--- src/sv/eau_pkg.sv ---
package eau_pkg;

	localparam int unsigned WordW  = 16;
	localparam int unsigned PairW  = 2 * WordW;
	localparam int unsigned CountW = 6;

	// word offsets on the bus
	localparam logic [2:0] OFS_DIV   = 3'd0;
	localparam logic [2:0] OFS_AC    = 3'd1;
	localparam logic [2:0] OFS_MQ    = 3'd2;
	localparam logic [2:0] OFS_MUL   = 3'd3;
	localparam logic [2:0] OFS_SHL   = 3'd6;
	localparam logic [2:0] OFS_SHR   = 3'd7;

	localparam logic ACT_READ  = 1'b0;
	localparam logic ACT_WRITE = 1'b1;

	localparam logic [WordW-1:0] WORD_ONES = 16'hffff;
	localparam logic [PairW-1:0] PAIR_MIN  = 32'h8000_0000;

	typedef enum logic [2:0] {
		OP_LOAD_AC,
		OP_LOAD_MQ,
		OP_MUL,
		OP_DIV,
		OP_SHIFT
	} eau_op_t;

	typedef enum logic [2:0] {
		ST_IDLE,
		ST_MUL,
		ST_DIV,
		ST_DIV_FIX,
		ST_SHL,
		ST_SHR
	} eau_state_t;

	typedef struct packed {
		logic             start;
		eau_op_t          op;
		logic [WordW-1:0] data;
	} eau_cmd_t;

endpackage

--- src/sv/eau_engine.sv ---
module eau_engine (
	input  logic                          clk,
	input  logic                          arst_n,
	input  eau_pkg::eau_cmd_t             cmd,
	output logic [eau_pkg::WordW-1:0]     ac,
	output logic [eau_pkg::WordW-1:0]     mq,
	output logic                          busy
);

	eau_pkg::eau_state_t state_q, state_d;

	logic [eau_pkg::WordW-1:0]  ac_q, mq_q;
	logic [eau_pkg::PairW-1:0]  pair_q;
	logic [eau_pkg::WordW:0]    rem_q;
	logic [eau_pkg::WordW:0]    opnd_q;
	logic [eau_pkg::CountW-1:0] cnt_q;
	logic                       num_neg_q, den_neg_q;

	logic                       last_step;
	logic [eau_pkg::WordW:0]    mul_addend, mul_sum;
	logic [eau_pkg::WordW+2:0]  div_trial;
	logic                       div_ge;
	logic [eau_pkg::PairW-1:0]  cur_pair, pair_neg;
	logic                       div_zero;
	logic [eau_pkg::WordW:0]    den_mag;
	logic [eau_pkg::CountW-1:0] shift_amt;
	logic                       shift_right;

	assign ac   = ac_q;
	assign mq   = mq_q;
	assign busy = (state_q != eau_pkg::ST_IDLE);

	assign last_step = (cnt_q == eau_pkg::CountW'(1));
	assign cur_pair  = {ac_q, mq_q};
	assign pair_neg  = eau_pkg::PairW'(0) - cur_pair;

	// multiply: add the multiplicand per multiplier bit, subtract it for the sign bit
	assign mul_addend = last_step ? (17'd0 - opnd_q) : opnd_q;
	assign mul_sum    = rem_q + (pair_q[0] ? mul_addend : 17'd0);

	// restoring divide: one quotient bit per step
	assign div_trial = {1'b0, rem_q, pair_q[eau_pkg::PairW-1]} - {2'b00, opnd_q};
	assign div_ge    = !div_trial[eau_pkg::WordW+2];

	assign div_zero = (cmd.data == '0) ||
		((cur_pair == eau_pkg::PAIR_MIN) && (cmd.data == eau_pkg::WORD_ONES));
	assign den_mag  = cmd.data[eau_pkg::WordW-1] ?
		(17'h10000 - {1'b0, cmd.data}) : {1'b0, cmd.data};

	// counts 32..63 become a right shift by 64 minus the count
	assign shift_right = cmd.data[eau_pkg::CountW-1];
	assign shift_amt   = shift_right ?
		eau_pkg::CountW'(7'd64 - {1'b0, cmd.data[eau_pkg::CountW-1:0]}) :
		cmd.data[eau_pkg::CountW-1:0];

	always_ff @(posedge clk or negedge arst_n) begin
		if (!arst_n) begin
			state_q <= eau_pkg::ST_IDLE;
		end else begin
			state_q <= state_d;
		end
	end

	always_comb begin
		state_d = state_q;
		case (state_q)
			eau_pkg::ST_IDLE: begin
				if (cmd.start) begin
					case (cmd.op)
						eau_pkg::OP_MUL: state_d = eau_pkg::ST_MUL;
						eau_pkg::OP_DIV: begin
							if (!div_zero) state_d = eau_pkg::ST_DIV;
						end
						eau_pkg::OP_SHIFT: begin
							if (shift_amt != '0) begin
								state_d = shift_right ? eau_pkg::ST_SHR : eau_pkg::ST_SHL;
							end
						end
						default: state_d = eau_pkg::ST_IDLE;
					endcase
				end
			end
			eau_pkg::ST_MUL: begin
				if (last_step) state_d = eau_pkg::ST_IDLE;
			end
			eau_pkg::ST_DIV: begin
				if (last_step) state_d = eau_pkg::ST_DIV_FIX;
			end
			eau_pkg::ST_DIV_FIX: state_d = eau_pkg::ST_IDLE;
			eau_pkg::ST_SHL, eau_pkg::ST_SHR: begin
				if (last_step) state_d = eau_pkg::ST_IDLE;
			end
			default: state_d = eau_pkg::ST_IDLE;
		endcase
	end

	always_ff @(posedge clk or negedge arst_n) begin
		if (!arst_n) begin
			ac_q  <= '0;
			mq_q  <= '0;
			cnt_q <= '0;
		end else begin
			case (state_q)
				eau_pkg::ST_IDLE: begin
					if (cmd.start) begin
						case (cmd.op)
							eau_pkg::OP_LOAD_AC: ac_q <= cmd.data;
							eau_pkg::OP_LOAD_MQ: begin
								mq_q <= cmd.data;
								ac_q <= {eau_pkg::WordW{cmd.data[eau_pkg::WordW-1]}};
							end
							eau_pkg::OP_MUL: begin
								cnt_q <= eau_pkg::CountW'(eau_pkg::WordW);
							end
							eau_pkg::OP_DIV: begin
								if (div_zero) begin
									ac_q <= '0;
									mq_q <= '0;
								end
								cnt_q <= eau_pkg::CountW'(eau_pkg::PairW);
							end
							eau_pkg::OP_SHIFT: cnt_q <= shift_amt;
							default: cnt_q <= cnt_q;
						endcase
					end
				end
				eau_pkg::ST_MUL: begin
					cnt_q <= cnt_q - 1'b1;
					if (last_step) begin
						ac_q <= mul_sum[eau_pkg::WordW:1];
						mq_q <= {mul_sum[0], pair_q[eau_pkg::WordW-1:1]};
					end
				end
				eau_pkg::ST_DIV: cnt_q <= cnt_q - 1'b1;
				eau_pkg::ST_DIV_FIX: begin
					mq_q <= (num_neg_q ^ den_neg_q) ?
						(16'd0 - pair_q[eau_pkg::WordW-1:0]) : pair_q[eau_pkg::WordW-1:0];
					ac_q <= num_neg_q ?
						(16'd0 - rem_q[eau_pkg::WordW-1:0]) : rem_q[eau_pkg::WordW-1:0];
				end
				eau_pkg::ST_SHL: begin
					cnt_q <= cnt_q - 1'b1;
					if (last_step) begin
						{ac_q, mq_q} <= {pair_q[eau_pkg::PairW-2:0], 1'b0};
					end
				end
				eau_pkg::ST_SHR: begin
					cnt_q <= cnt_q - 1'b1;
					if (last_step) begin
						{ac_q, mq_q} <= {pair_q[eau_pkg::PairW-1], pair_q[eau_pkg::PairW-1:1]};
					end
				end
				default: cnt_q <= cnt_q;
			endcase
		end
	end

	// working registers of the serial datapath
	always_ff @(posedge clk) begin
		case (state_q)
			eau_pkg::ST_IDLE: begin
				rem_q <= '0;
				if (cmd.op == eau_pkg::OP_MUL) begin
					opnd_q <= {mq_q[eau_pkg::WordW-1], mq_q};
					pair_q <= {{eau_pkg::WordW{1'b0}}, cmd.data};
				end else if (cmd.op == eau_pkg::OP_DIV) begin
					num_neg_q <= ac_q[eau_pkg::WordW-1];
					den_neg_q <= cmd.data[eau_pkg::WordW-1];
					opnd_q    <= den_mag;
					pair_q    <= ac_q[eau_pkg::WordW-1] ? pair_neg : cur_pair;
				end else begin
					pair_q <= cur_pair;
				end
			end
			eau_pkg::ST_MUL: begin
				rem_q  <= {mul_sum[eau_pkg::WordW], mul_sum[eau_pkg::WordW:1]};
				pair_q <= {pair_q[eau_pkg::PairW-1:eau_pkg::WordW],
					mul_sum[0], pair_q[eau_pkg::WordW-1:1]};
			end
			eau_pkg::ST_DIV: begin
				rem_q  <= div_ge ? div_trial[eau_pkg::WordW:0] :
					{rem_q[eau_pkg::WordW-1:0], pair_q[eau_pkg::PairW-1]};
				pair_q <= {pair_q[eau_pkg::PairW-2:0], div_ge};
			end
			eau_pkg::ST_SHL: pair_q <= {pair_q[eau_pkg::PairW-2:0], 1'b0};
			eau_pkg::ST_SHR: pair_q <= {pair_q[eau_pkg::PairW-1], pair_q[eau_pkg::PairW-1:1]};
			default: pair_q <= pair_q;
		endcase
	end

endmodule

--- src/sv/extended_arithmetic_unit.sv ---
// Bus-mapped 16-bit arithmetic element with an AC:MQ register pair. Each request is one
// read or write access; every request returns exactly one response word (AC or MQ for
// reads at offsets 1 and 2, zero otherwise). Reads, loads and unmapped writes do not start
// the engine. The arithmetic runs on a one-bit-per-cycle shift/add datapath: a multiply runs
// 16 add-shift steps, a divide 32 restoring steps plus a sign fix (no steps for a zero
// divisor or the overflow case), and a shift by count n moves AC:MQ one bit per step, left
// for n below 32 and right by 64-n otherwise (a zero count does not start the engine).
// The next request is taken once the engine is idle and the response register is empty
// or hands its word over in the same cycle; a response that waits holds off the input.
module extended_arithmetic_unit (
	input  logic        clk,
	input  logic        arst_n,
	input  logic        s_tvalid,
	output logic        s_tready,
	input  logic [15:0] s_tdata,   // write_data
	input  logic [3:0]  s_tuser,   // action, reg_offset[2:0]
	output logic        m_tvalid,
	input  logic        m_tready,
	output logic [15:0] m_tdata    // read_data
);

	eau_pkg::eau_cmd_t          cmd;
	logic [eau_pkg::WordW-1:0]  ac, mq;
	logic                       busy;
	logic                       s_fire;
	logic                       action;
	logic [2:0]                 reg_offset;
	logic [eau_pkg::WordW-1:0]  read_word;
	logic                       m_tvalid_q;
	logic [eau_pkg::WordW-1:0]  m_tdata_q;

	assign action     = s_tuser[0];
	assign reg_offset = s_tuser[3:1];

	assign s_tready = !busy && (!m_tvalid_q || m_tready);
	assign s_fire   = s_tvalid && s_tready;

	always_comb begin
		cmd.start = 1'b0;
		cmd.op    = eau_pkg::OP_LOAD_AC;
		cmd.data  = s_tdata;
		if (s_fire && (action == eau_pkg::ACT_WRITE)) begin
			case (reg_offset)
				eau_pkg::OFS_DIV: begin
					cmd.start = 1'b1;
					cmd.op    = eau_pkg::OP_DIV;
				end
				eau_pkg::OFS_AC: begin
					cmd.start = 1'b1;
					cmd.op    = eau_pkg::OP_LOAD_AC;
				end
				eau_pkg::OFS_MQ: begin
					cmd.start = 1'b1;
					cmd.op    = eau_pkg::OP_LOAD_MQ;
				end
				eau_pkg::OFS_MUL: begin
					cmd.start = 1'b1;
					cmd.op    = eau_pkg::OP_MUL;
				end
				eau_pkg::OFS_SHL, eau_pkg::OFS_SHR: begin
					cmd.start = 1'b1;
					cmd.op    = eau_pkg::OP_SHIFT;
				end
				default: cmd.start = 1'b0;
			endcase
		end
	end

	always_comb begin
		read_word = '0;
		if (action == eau_pkg::ACT_READ) begin
			case (reg_offset)
				eau_pkg::OFS_AC: read_word = ac;
				eau_pkg::OFS_MQ: read_word = mq;
				default:         read_word = '0;
			endcase
		end
	end

	eau_engine u_engine (
		.clk    (clk),
		.arst_n (arst_n),
		.cmd    (cmd),
		.ac     (ac),
		.mq     (mq),
		.busy   (busy)
	);

	always_ff @(posedge clk or negedge arst_n) begin
		if (!arst_n) begin
			m_tvalid_q <= 1'b0;
		end else if (s_fire) begin
			m_tvalid_q <= 1'b1;
		end else if (m_tready) begin
			m_tvalid_q <= 1'b0;
		end
	end

	always_ff @(posedge clk) begin
		if (s_fire) begin
			m_tdata_q <= read_word;
		end
	end

	assign m_tvalid = m_tvalid_q;
	assign m_tdata  = m_tdata_q;

	a_ready_idle: assert property (@(posedge clk) disable iff (!arst_n)
		s_tready |-> !busy)
		else $error("request taken while the engine is busy");

	a_mul_busy: assert property (@(posedge clk) disable iff (!arst_n)
		(cmd.start && (cmd.op == eau_pkg::OP_MUL)) |=> busy)
		else $error("multiply did not start the serial engine");

	a_read_ac: assert property (@(posedge clk) disable iff (!arst_n)
		(s_fire && (action == eau_pkg::ACT_READ) && (reg_offset == eau_pkg::OFS_AC))
		|=> (m_tdata == $past(ac)))
		else $error("accumulator read returned a wrong word");

endmodule
--- config.mk ---
export PLATFORM = sky130hd
export DESIGN_NAME = extended_arithmetic_unit
export DESIGN_NICKNAME = d
export VERILOG_FILES = /design/src/sv/eau_pkg.sv /design/src/sv/eau_engine.sv /design/src/sv/extended_arithmetic_unit.sv
export SDC_FILE = /design/constraint.sdc
export NUM_CORES = 1
export LEC_CHECK = 0
export BUFFER_PORTS_ARGS = -buffer_cell sky130_fd_sc_hd__buf_2
export CAP_MARGIN = 20
export CORE_UTILIZATION = 40
export DETAILED_ROUTE_END_ITERATION = 10
export PLACE_DENSITY = 0.57
export SYNTH_ARGS = -nofsm -noshare
export SYNTH_HDL_FRONTEND = slang
export SYNTH_SLANG_ARGS = --single-unit
--- constraint.sdc ---
create_clock -name clk -period 7 [get_ports clk]
set_clock_uncertainty 0.2 [all_clocks]
set_input_delay 2.1 -clock clk [delete_from_list [all_inputs] [get_ports clk]]
set_output_delay 2.1 -clock clk [all_outputs]
set_load 0.02 [all_outputs]
==> run_results.csv <==
group,metric,value,unit
placed_design,dpl_cell_area,11100,um2
sta,rsz0062_at_grt,"no",
global_route,met3_usage,5.72,%
placed_design,port_buffers,41,
clocking,cts_setup_buffers,0,
route,wl_per_cell,23.0,um
placed_design,dpl.hpwl,27.1,mm
route,dr.pass1.iters,9,
global_route,antenna_found_initial,1,
global_route,grt.busiest_layer,"met2",
yosys,yosysUniqueCellTypes,79,
sta,slew_headroom,30.1,%
placed_design,dp_cells,1594,
run_status,violations,"DRC",
global_route,grt_util_met1,37.4,%
run_status,status,"finished with violations",
cells_and_area,fillCellCount,2609,
worst_setup_path,path_cells,"buf_2, nand2b_1, and2_1, buf_2",
die,die_w,166,um
die,rows,59,
worst_setup_path,path_max_fanout,5,
cells_and_area,stdcell_area,11700,um2
worst_setup_path,reg2reg_to,"u_engine.rem_q[12]$_DFFE_PP_",
worst_setup_path,r2r_setup_slack,2.42,ns
clocking,cts_tree,"built",
power_and_ir_drop,fin_total_pwr,5.74,mW
route,ant_nets,0,
global_route,grt_pass1_vias,9776,
placed_design,gp_congestion,0.968,
route,drc,4,
global_route,grt_use_met2,43.7,%
worst_setup_path,criticalPathCategory,"in -> out",
power_and_ir_drop,max-vdd-ir-drop,397,uV
clocking,ctsResizeCount,0,
cells_and_area,nets,1346,
cells_and_area,synthToLayoutAreaGrowth,8.66,%
sta,layout_min_cycle_time,4.99,ns
hold_path,hold_path_end,"u_engine.cnt_q[5]$_DFFE_PN0P_",
yosys,netlist_instances,1297,
cells_and_area,drive_above_1_share,9.53,%
yosys,ys_seq_area_share,33.1,%
clocking,clock_latency,0.44,ns
global_route,grt_usage,27.5,%
yosys,ys_ff_latch,126,
worst_setup_path,rr_worst_depth,13,
route,wl,37.5,mm
sta,hold_violations,0,
hold_path,min-delay-start,"u_engine.cnt_q[5]$_DFFE_PN0P_",
yosys,synth_area,10800,um2
global_route,overflow,0,
clocking,cts_sinks,126,
die,initial_core_util,41.1,%
hold_path,min_path_type,"reg -> reg",
clocking,cts_buffers,17,
die,pin_count,42,
sta,maxSlewViolCount,0,
route,viasPerCell,6.32,
die,dieArea,27700,um2
sta,timing.final.crit_share,71.3,%
cells_and_area,final_cells,1626,
clocking,path_clk_slew,0.06,ns
yosys,synth_nets,1365,
route,vias,10300,
power_and_ir_drop,power_density,489,nW/um2
worst_setup_path,cp.required,4.70,ns
yosys,avgSynthCellArea,8.33,um2
yosys,synth_edf_count,84,
sta,tightest_slew,1.05,ns
sta,fin_setup_tns,0,ns
yosys,synth_flop_cell,"edfxtp_1",
die,die_h,166,um
clocking,h-tree-depth,4,
cells_and_area,fin_util,44.7,%
clocking,cts_hold_buf,0,
global_route,grt_pass1_wl,58.5,mm
yosys,yosys_warnings,0,
hold_path,hold_depth,2,
sta,setup_violations,0,
power_and_ir_drop,p_leak,4.44,nW
die,coreArea,26300,um2
sta,max_freq,200,MHz
flow_run,drv_cap,0,
route,drt_iter0_markers,1118,
worst_setup_path,cp_common_cell,"buf_2",
worst_setup_path,end_kind,"output pin",
clocking,ctsLongestPathBuffers,2,
worst_setup_path,cp_slowest_cell,"nand2b_1",
worst_setup_path,slowest_delay,0.18,ns
yosys,synthArstFlopShare,33.3,%
worst_setup_path,crit_path_start_kind,"input pin",
worst_setup_path,arrival,2.69,ns
clocking,clock-root-buffer,"clkbuf_16",
global_route,grt_max_degree,62,
cells_and_area,diodes,0,
worst_setup_path,r2r_start,"u_engine.cnt_q[2]$_DFFE_PN0P_",
-- where the power goes --
part / leakage (nW) / switching (mW) / total (mW) / internal, mW
clock network: 0.296 / 0.390 / 0.957 / 0.568
registers: 1.34 / 0.520 / 1.76 / 1.24
logic: 2.80 / 1.87 / 3.03 / 1.16
-- worst max path at each step --
stage | slack [ns] | end | cells past startpoint | start
after floorplan | 2.20 | s_tready | 2 | m_tready
after global placement | 2.01 | s_tready | 4 | m_tready
after detailed placement | 2.01 | s_tready | 4 | m_tready
after CTS | 2.00 | s_tready | 4 | m_tready
after global routing | 1.95 | s_tready | 4 | m_tready
final | 2.01 | s_tready | 4 | m_tready
-- cells by family (layout without fill, tap and decap cells) --
family / after synthesis / after routing / share of synthesized area (%)
and+or+nand+nor: 425 / 425 / 18.4
AOI/OAI and AO/OA: 415 / 415 / 25.4
buffers and inverters: 141 / 135 / 5.47
DFF: 126 / 126 / 33.1
xor gates and xnor gates: 105 / 105 / 8.51
adders and majority gates: 44 / 44 / 5.24
muxes: 41 / 41 / 3.87
-- per-layer routing --
metal,vias to the layer above,routed length [um]
li1,4772,-
met1,4911,16100
met2,520,16800
met3,66,3670
met4,2,937
met5,-,9
-- cells in the final DEF (no fill, tap or decap), drive strengths merged, types with 9 or more instances in the layout --
cell    synthesis  layout
nor2          148     148
nand2         125     125
a21oi         110     110
o21ai         100     100
edfxtp         84      84
xnor2          66      66
buf            20      56
inv            47      52
ha             42      42
dfrtp          42      42
xor2           39      39
mux2i          35      35
a31oi          30      30
a22oi          27      27
nor3           24      24
a221oi         20      20
nand4          19      19
nand3          18      18
clkbuf         74      18
o31ai          16      16
or3            16      16
nor4           15      15
o211ai         14      14
a211oi         12      12
and2           10      10
nor2b          10      10
o41ai           9       9
a21o            9       9
nand2b          9       9
o22ai           9       9
o21a            9       9
-- synthesized netlist by cell type, types with 9 or more instances --
cell type,n,share of area [%]
o22ai_1,9,0.52
nor2b_1,10,0.58
nand2b_1,9,0.52
edfxtp_1,84,23
o41ai_1,9,0.73
xor2_1,39,3.2
ha_1,42,4.9
inv_1,47,1.6
a221oi_1,20,1.6
mux2i_1,35,3.2
a211oi_1,12,0.83
nand3_1,18,0.83
a21o_1,9,0.63
and2_1,10,0.58
nor3_1,24,1.1
nor2_1,148,5.1
dfrtp_1,42,9.7
a21oi_1,109,5.1
or3_1,15,0.87
o211ai_1,14,0.97
a22oi_1,27,1.9
clkbuf_1,73,2.5
nor4_1,13,0.75
nand4_1,19,1.1
o31ai_1,16,1.1
a31oi_1,22,1.3
xnor2_1,66,5.4
nand2_1,125,4.3
o21ai_0,99,4.6
-- area by class of cell --
type	instances	area, um2	share of cell area [%]
Multi-Input combinational cell	1030	6640	56.6
Sequential cell	126	3580	30.5
Clock buffer	18	429	3.66
Tap cell	335	419	3.57
Timing Repair Buffer	56	318	2.71
Clock inverter	14	181	1.55
Inverter	47	176	1.50
-- through the flow --
stage               hold WS (ns)  setup WS [ns]
floorplan                  0.277           2.20
global placement           0.324           2.01
detailed placement         0.329           2.01
CTS                        0.341           2.00
global route               0.379           1.95
finish                     0.336           2.01
-- sequential cells by signal (all words and copies together) (netlist names), 3 cells and up --
| register | flops |
|---|---|
| m_tdata | 16 |
| u_engine.opnd_q | 17 |
| u_engine.mq | 16 |
| u_engine.state_q | 3 |
| u_engine.pair_q | 32 |
| u_engine.cnt_q | 6 |
| u_engine.ac | 16 |
| u_engine.rem_q | 17 |
-- worst max-delay path, delay by kind of cell --
| kind | cells | cell delay, ns |
|---|---|---|
| and+or+nand+nor | 2 | 0.35 |
| buffers and inverters | 2 | 0.24 |
Note: power is estimated with default switching activity, not from simulation.
